--- config.mk ---
export PLATFORM = sky130hd
export DESIGN_NAME = base64_quartet_decoder_core
export DESIGN_NICKNAME = d
export VERILOG_FILES = /design/src/rtl/core/b64q_pkg.sv /design/src/rtl/core/b64q_lane.sv /design/src/rtl/core/b64q_merge.sv /design/src/rtl/core/base64_quartet_decoder_core.sv
export SDC_FILE = /design/constraint.sdc
export NUM_CORES = 1
export LEC_CHECK = 0
export ABC_AREA = 1
export BUFFER_PORTS_ARGS = -buffer_cell sky130_fd_sc_hd__buf_2
export CORE_MARGIN = 3
export CORE_UTILIZATION = 60
export DETAILED_ROUTE_END_ITERATION = 8
export PLACE_DENSITY = 0.81
export SYNTH_ARGS = -nofsm -noshare
export SYNTH_HDL_FRONTEND = slang
export SYNTH_HIERARCHICAL = 1
export SYNTH_SLANG_ARGS = --single-unit
--- constraint.sdc ---
create_clock -name clock -period 3.76 [get_ports clock]
set_input_delay 0.376 -clock clock [delete_from_list [all_inputs] [get_ports clock]]
set_output_delay 0.376 -clock clock [all_outputs]
set_load 0.05 [all_outputs]
--- src/rtl/core/b64q_pkg.sv ---
`timescale 1ns / 1ps
// Package: types, codes and constants shared by the base64 quartet decoder.
package b64q_pkg;

   localparam int unsigned LANES = 4;
   localparam int unsigned CHAR_W = 8;
   localparam int unsigned VALUE_W = 7;
   localparam int unsigned CSR_INDEX_W = 3;

   localparam logic [CHAR_W-1:0] CHAR_UPPER_A = 8'h41;
   localparam logic [CHAR_W-1:0] CHAR_UPPER_Z = 8'h5a;
   localparam logic [CHAR_W-1:0] CHAR_LOWER_A = 8'h61;
   localparam logic [CHAR_W-1:0] CHAR_LOWER_Z = 8'h7a;
   localparam logic [CHAR_W-1:0] CHAR_DIGIT_0 = 8'h30;
   localparam logic [CHAR_W-1:0] CHAR_DIGIT_9 = 8'h39;

   localparam logic [VALUE_W-1:0] VALUE_LOWER_BASE = 7'd26;
   localparam logic [VALUE_W-1:0] VALUE_DIGIT_BASE = 7'd52;
   localparam logic [VALUE_W-1:0] VALUE_62 = 7'd62;
   localparam logic [VALUE_W-1:0] VALUE_63 = 7'd63;
   localparam logic [VALUE_W-1:0] VALUE_INVALID = 7'd64;

   localparam logic [CHAR_W-1:0] RESET_SYMBOL_62 = 8'd43;
   localparam logic [CHAR_W-1:0] RESET_SYMBOL_63 = 8'd47;
   localparam logic [CHAR_W-1:0] RESET_PAD_CHAR = 8'd61;

   localparam logic [CSR_INDEX_W-1:0] CSR_SYMBOL_62 = 3'd0;
   localparam logic [CSR_INDEX_W-1:0] CSR_SYMBOL_63 = 3'd1;
   localparam logic [CSR_INDEX_W-1:0] CSR_PAD_CHAR = 3'd2;
   localparam logic [CSR_INDEX_W-1:0] CSR_IGNORE_INVALID = 3'd3;

   localparam logic [1:0] COUNT_NONE = 2'd0;
   localparam logic [1:0] COUNT_ONE = 2'd1;
   localparam logic [1:0] COUNT_TWO = 2'd2;
   localparam logic [1:0] COUNT_THREE = 2'd3;

   typedef enum logic [2:0] {
      STATUS_OK = 3'd0,
      STATUS_BAD_FIRST = 3'd1,
      STATUS_BAD_SECOND = 3'd2,
      STATUS_BAD_FOURTH = 3'd3,
      STATUS_BAD_THIRD = 3'd4
   } status_type;

   typedef struct packed {
      logic [CHAR_W-1:0] char_a;
      logic [CHAR_W-1:0] char_b;
      logic [CHAR_W-1:0] char_c;
      logic [CHAR_W-1:0] char_d;
      logic last_quartet;
   } req_type;

   typedef struct packed {
      logic [7:0] byte_first;
      logic [7:0] byte_second;
      logic [7:0] byte_third;
      logic [1:0] byte_count;
      status_type status;
      logic end_of_message;
   } rsp_type;

   typedef struct packed {
      logic [VALUE_W-1:0] value;
      logic is_pad;
   } lane_type;

endpackage

--- src/rtl/core/b64q_lane.sv ---
`timescale 1ns / 1ps
// One character lane: alphabet lookup and pad match.
module b64q_lane (
   input  logic [b64q_pkg::CHAR_W-1:0] char_in,
   input  logic [b64q_pkg::CHAR_W-1:0] symbol_62,
   input  logic [b64q_pkg::CHAR_W-1:0] symbol_63,
   input  logic [b64q_pkg::CHAR_W-1:0] pad_char,
   output b64q_pkg::lane_type          lane_out
);

   always_comb begin
      lane_out.is_pad = (char_in == pad_char);
      if (char_in == symbol_63) begin
         lane_out.value = b64q_pkg::VALUE_63;
      end else if (char_in == symbol_62) begin
         lane_out.value = b64q_pkg::VALUE_62;
      end else if (char_in >= b64q_pkg::CHAR_UPPER_A && char_in <= b64q_pkg::CHAR_UPPER_Z) begin
         lane_out.value = 7'(char_in - b64q_pkg::CHAR_UPPER_A);
      end else if (char_in >= b64q_pkg::CHAR_LOWER_A && char_in <= b64q_pkg::CHAR_LOWER_Z) begin
         lane_out.value = 7'(char_in - b64q_pkg::CHAR_LOWER_A) + b64q_pkg::VALUE_LOWER_BASE;
      end else if (char_in >= b64q_pkg::CHAR_DIGIT_0 && char_in <= b64q_pkg::CHAR_DIGIT_9) begin
         lane_out.value = 7'(char_in - b64q_pkg::CHAR_DIGIT_0) + b64q_pkg::VALUE_DIGIT_BASE;
      end else begin
         lane_out.value = b64q_pkg::VALUE_INVALID;
      end
   end

endmodule

--- src/rtl/core/b64q_merge.sv ---
`timescale 1ns / 1ps
// Merge stage: combines the four lanes into bytes, count and status; holds the error latch.
module b64q_merge (
   input  logic                 clock,
   input  logic                 reset,
   input  logic                 accept,
   input  logic                 ignore_invalid,
   input  logic                 last_quartet,
   input  b64q_pkg::lane_type   lane_a,
   input  b64q_pkg::lane_type   lane_b,
   input  b64q_pkg::lane_type   lane_c,
   input  b64q_pkg::lane_type   lane_d,
   output b64q_pkg::rsp_type    result
);

   b64q_pkg::status_type latch_ff;
   b64q_pkg::status_type latch_in;
   b64q_pkg::status_type status;
   logic [7:0] b0;
   logic [7:0] b1;
   logic [7:0] b2;

   assign b0 = {lane_a.value[5:0], 2'b00} | {5'b0, lane_b.value[6:4]};
   assign b1 = {lane_b.value[3:0], 4'b0000} | {3'b0, lane_c.value[6:2]};
   assign b2 = {lane_c.value[1:0], 6'b0} | {1'b0, lane_d.value};

   always_comb begin
      result = '0;
      result.end_of_message = last_quartet;
      status = b64q_pkg::STATUS_OK;
      latch_in = latch_ff;
      if (latch_ff != b64q_pkg::STATUS_OK) begin
         status = latch_ff;
         if (last_quartet) begin
            latch_in = b64q_pkg::STATUS_OK;
         end
      end else begin
         if (lane_a.value[6] && !ignore_invalid) begin
            status = b64q_pkg::STATUS_BAD_FIRST;
         end else if (lane_b.value[6] && !ignore_invalid) begin
            status = b64q_pkg::STATUS_BAD_SECOND;
         end else if (!lane_c.value[6]) begin
            if (!lane_d.value[6]) begin
               result.byte_first = b0;
               result.byte_second = b1;
               result.byte_third = b2;
               result.byte_count = b64q_pkg::COUNT_THREE;
            end else if (!lane_d.is_pad && !ignore_invalid) begin
               status = b64q_pkg::STATUS_BAD_FOURTH;
            end else begin
               result.byte_first = b0;
               result.byte_second = b1;
               result.byte_count = b64q_pkg::COUNT_TWO;
            end
         end else if (!lane_c.is_pad && !ignore_invalid) begin
            status = b64q_pkg::STATUS_BAD_THIRD;
         end else begin
            result.byte_first = b0;
            result.byte_count = b64q_pkg::COUNT_ONE;
         end
         if (status != b64q_pkg::STATUS_OK && !last_quartet) begin
            latch_in = status;
         end
      end
      result.status = status;
   end

   always_ff @(posedge clock) begin
      if (reset) begin
         latch_ff <= b64q_pkg::STATUS_OK;
      end else if (accept) begin
         latch_ff <= latch_in;
      end
   end

   // latched error repeats with no bytes
   assert property (@(posedge clock) disable iff (reset)
      (latch_ff != b64q_pkg::STATUS_OK) |->
         (result.byte_count == b64q_pkg::COUNT_NONE && result.status == latch_ff))
      else $error("latched error not repeated");

   // last request of a message always leaves the latch clear
   assert property (@(posedge clock) disable iff (reset)
      (accept && last_quartet) |=> (latch_ff == b64q_pkg::STATUS_OK))
      else $error("error latch survived end of message");

   assert property (@(posedge clock) disable iff (reset)
      (result.status != b64q_pkg::STATUS_OK) |->
         (result.byte_first == 8'd0 && result.byte_second == 8'd0 &&
          result.byte_third == 8'd0 && result.byte_count == b64q_pkg::COUNT_NONE))
      else $error("bytes produced alongside an error");

   assert property (@(posedge clock) disable iff (reset)
      !accept |=> $stable(latch_ff))
      else $error("error latch moved without a request");

endmodule

--- src/rtl/core/base64_quartet_decoder_core.sv ---
`timescale 1ns / 1ps
// Top level: base64 quartet decoder with four lookup lanes, merge stage and output skid.
// An accepted request is registered in the output register, or in the skid while it stalls.
// Throughput: one request per cycle unless req_stall; the four lanes and merge are combinational.
// A two-entry output stage (register plus skid) keeps req_stall low while one result waits.
// Reset (synchronous): registers return to '+', '/', '=', ignore off; error latch and valids clear.
module base64_quartet_decoder_core (
   input  logic                                clock,
   input  logic                                reset,
   input  logic                                req_valid,
   output logic                                req_stall,
   input  b64q_pkg::req_type                   req_data,
   output logic                                rsp_valid,
   input  logic                                rsp_stall,
   output b64q_pkg::rsp_type                   rsp_data,
   input  logic                                csr_valid,
   output logic                                csr_ready,
   input  logic [b64q_pkg::CSR_INDEX_W-1:0]    csr_index,
   input  logic [b64q_pkg::CHAR_W-1:0]         csr_wdata
);

   logic [b64q_pkg::CHAR_W-1:0] symbol_62_ff;
   logic [b64q_pkg::CHAR_W-1:0] symbol_63_ff;
   logic [b64q_pkg::CHAR_W-1:0] pad_char_ff;
   logic                        ignore_ff;

   logic [b64q_pkg::CHAR_W-1:0] lane_char [b64q_pkg::LANES];
   b64q_pkg::lane_type          lane_res [b64q_pkg::LANES];
   b64q_pkg::rsp_type           merged;

   logic              out_valid_ff;
   b64q_pkg::rsp_type out_ff;
   logic              skid_valid_ff;
   b64q_pkg::rsp_type skid_ff;
   logic              accept;
   logic              out_free;

   assign csr_ready = 1'b1;

   always_ff @(posedge clock) begin
      if (reset) begin
         symbol_62_ff <= b64q_pkg::RESET_SYMBOL_62;
         symbol_63_ff <= b64q_pkg::RESET_SYMBOL_63;
         pad_char_ff <= b64q_pkg::RESET_PAD_CHAR;
         ignore_ff <= 1'b0;
      end else if (csr_valid && csr_ready) begin
         case (csr_index)
            b64q_pkg::CSR_SYMBOL_62: symbol_62_ff <= csr_wdata;
            b64q_pkg::CSR_SYMBOL_63: symbol_63_ff <= csr_wdata;
            b64q_pkg::CSR_PAD_CHAR: pad_char_ff <= csr_wdata;
            b64q_pkg::CSR_IGNORE_INVALID: ignore_ff <= csr_wdata[0];
            default: ;
         endcase
      end
   end

   assign lane_char[0] = req_data.char_a;
   assign lane_char[1] = req_data.char_b;
   assign lane_char[2] = req_data.char_c;
   assign lane_char[3] = req_data.char_d;

   for (genvar g = 0; g < b64q_pkg::LANES; g++) begin : g_lane
      b64q_lane u_lane (
         .char_in   (lane_char[g]),
         .symbol_62 (symbol_62_ff),
         .symbol_63 (symbol_63_ff),
         .pad_char  (pad_char_ff),
         .lane_out  (lane_res[g])
      );
   end

   assign req_stall = skid_valid_ff;
   assign accept = req_valid && !req_stall;
   assign out_free = !out_valid_ff || !rsp_stall;

   b64q_merge u_merge (
      .clock          (clock),
      .reset          (reset),
      .accept         (accept),
      .ignore_invalid (ignore_ff),
      .last_quartet   (req_data.last_quartet),
      .lane_a         (lane_res[0]),
      .lane_b         (lane_res[1]),
      .lane_c         (lane_res[2]),
      .lane_d         (lane_res[3]),
      .result         (merged)
   );

   always_ff @(posedge clock) begin
      if (reset) begin
         out_valid_ff <= 1'b0;
         skid_valid_ff <= 1'b0;
      end else if (out_free) begin
         if (skid_valid_ff) begin
            out_valid_ff <= 1'b1;
            out_ff <= skid_ff;
            skid_valid_ff <= 1'b0;
         end else begin
            out_valid_ff <= accept;
            out_ff <= merged;
         end
      end else if (accept) begin
         skid_valid_ff <= 1'b1;
         skid_ff <= merged;
      end
   end

   assign rsp_valid = out_valid_ff;
   assign rsp_data = out_ff;

   assert property (@(posedge clock) disable iff (reset)
      skid_valid_ff |-> out_valid_ff)
      else $error("skid holds a result ahead of the output register");

   assert property (@(posedge clock) disable iff (reset)
      (out_valid_ff && rsp_stall && accept) |=> skid_valid_ff)
      else $error("request lost while output stalled");

   assert property (@(posedge clock) disable iff (reset)
      (out_valid_ff && rsp_stall) |=> (out_valid_ff && $stable(out_ff)))
      else $error("stalled result changed");

endmodule
==> metrics.txt <==
Core Box Area=0.0128 sq mm; Total Neg Setup Slack=0 ns; Final Hold Fails=0; largest net degree at the start of global routing=35; wire per inst=between 10 and 15 um; Syn Inst Count=around 1100; power share of the combinational group=between 20% and 30%; CTS buffer count=9; WS Path Type=in2reg; Int Pwr=1750 uW; PwrDens=303 mW/mm^2; Worst Max-Slew Pin Slew=1.11 ns; Worst R2R Setup Slack=1.09 ns; initial antenna violation count=0; Leakage=0.00407 uW; first-pass GRT wire length=30600 um; met2 GRT Util=between 30% and 40%; Post-Syn Area=roughly 0.0080 sq mm; layout cell share with drive strength beyond 1=21.0%; post-CTS sizing=0; Sw Pwr=837 uW; power share of the sequential group=43.7%; gr busiest metal=met1; switching share of total power=32.4%; worst-case clock buffer depth=2; nets=1207; antenna cells=0; minimum clock period=roughly 2.8 ns; CP arrival=between 2 and 3 ns; r2r endpoint=rsp_data[3]$_DFFE_PP_; DR vias=6901; GRT Util Overall=25.9%; initial core utilization=62.5%; Die ar.=0.0148 sq mm; RR Startpoint=symbol_62_ff[2]$_SDFFE_PP0P_; final setup fails=0; Die X-Extent=roughly 120 um; routability cong.=1.00; met1 GRT Util=between 30% and 40%; area delta synth->final=6.26%; final core occ=66.4%; Post-CTS Setup Bufs=0; MaxCap Viol Count=0; TritonCTS clock tree=done; Worst-path clk slew=0.06 ns; Core Rows=41; routed wire length=18600 um; final worst slack=between 0.9 and 1 ns; crit-path max FO=12; clock share of power=31.6%; final clock skew=0.00641 ns; Clock Sinks=90; port buffer count=80; IO Pins=82; fmax=359 MHz; YS warnings=6; Synth Area per Inst=7.43 sq um; die span in y=122 um; Hold Path Class=in2reg; Period Utilization, post-route=about three quarters; Remaining Overflow, GRT=0; status=completed; Post-DRT Antenna Nets=0; worst setup path startpoint=req_data[19]; Critical Path Source Type=input pin; Worst setup EP type=flip-flop; Post-CTS Hold Fix Bufs=0; worst r2r path cells=13; Residual DRC=0; syn_nets=1160; GRT met3 Usage=4.09%; routed via count divided by cell count=5.30; relative slew slack=25.7%; H-tree depth=3; clk_lat worst skew=0.35 ns; Post-Place Worst Slack=roughly 0.63 ns; Peak VDD IR=0.000202 V; Crit path required time=slightly below 4 ns; RSZ-0062 raised after global routing=no; First DRT Iteration DRCs=655; vias in the first global route=6168; CTS Root Buffer Type=clkbuf_16; CP Capture Point=rsp_data[3]$_DFFE_PP_; Slew Limit Fails=0; Detailed Routing Iterations Pass 1=5; Detailed Place HPWL=14200 um
## per-stage QoR
| step | hold WS (ns) | total power [uW] | area, sq um | std cells |
|---|---|---|---|---|
| floorplan | 0.438 | 1660 | 8020 | 1079 |
| global placement | 0.464 | 1770 | 8260 | 1287 |
| detailed placement | 0.483 | 1780 | 8260 | 1287 |
| CTS | 0.234 | 2600 | 8520 | 1303 |
| global route | 0.236 | 2720 | 8520 | 1303 |
| finish | 0.243 | 2590 | 8520 | 1303 |
## power groups by stage
stage               clock network [uW]  registers, uW  logic, uW
detailed placement                   0           1150        629
CTS                                833           1130        632
finish                             818           1130        637
global route                       880           1130        707
global placement                     0           1150        624
floorplan                            0           1210        446
## cells in the final DEF, fill, tap and decap left out, drive strengths merged
master,n
nand2,252
nor2,153
nand3,144
inv,144
buf,82
edfxtp,60
a21oi,46
xor2,32
ha,32
dfxtp,30
mux2,30
xnor2,28
o21ai,27
or2,18
clkbuf,11
nor3,10
nand3b,8
nand4,8
nor3b,8
clkinv,5
conb,1
clkinvlp,1
a211oi,1
## worst min path at each step
| stage | from | to | slack [ns] | cells past startpoint |
|---|---|---|---|---|
| after global routing | req_data[0] | skid_ff[0]$_DFFE_PP_ | 0.24 | 1 |
| final | req_data[0] | skid_ff[0]$_DFFE_PP_ | 0.24 | 1 |
| after detailed placement | rsp_valid$_SDFFE_PP0P_ | rsp_valid$_SDFFE_PP0P_ | 0.48 | 2 |
| after floorplan | reset | u_merge/latch_ff[2]$_SDFFE_PP0P_ | 0.44 | 1 |
| after CTS | req_data[0] | skid_ff[0]$_DFFE_PP_ | 0.23 | 1 |
| after global placement | u_merge/latch_ff[0]$_SDFFE_PP0P_ | u_merge/latch_ff[0]$_SDFFE_PP0P_ | 0.46 | 2 |
## registers in the layout, indices dropped and copies added, names as in the netlist
register and count:
u_merge/latch_ff 3, symbol_62_ff 8, skid_ff 30, req_stall 1, rsp_valid 1, symbol_63_ff 8
ignore_ff 1, pad_char_ff 8, rsp_data 30
## layout make-up
type,instances,area (sq um)
multi-input combinational,798,4670
timing repair buffer,82,415
fill,1140,4300
tap,172,215
clock inverter,5,31.3
clock buffer,11,233
sequential,90,2400
inverter,145,556
## critical path: stages
cell and delay (ns):
buf_2 0.18, inv_1 0.16, ha_1 0.25, nand2_1 0.07, nand2_1 0.10, nand3_2 0.12, nand2_2 0.12, inv_2 0.05
nor2_1 0.09, nand3_1 0.07, nor2_1 0.29, nand2_2 0.14, nand3_2 0.21, nor2_1 0.09, or2_2 0.29, mux2_4 0.27
## layer usage
layer	wire length, um	share of wire [%]
met4	337	1.8
met2	7990	43
met3	1310	7.1
met1	8950	48
met5	0	0
Note: power is estimated with default switching activity, not from simulation.
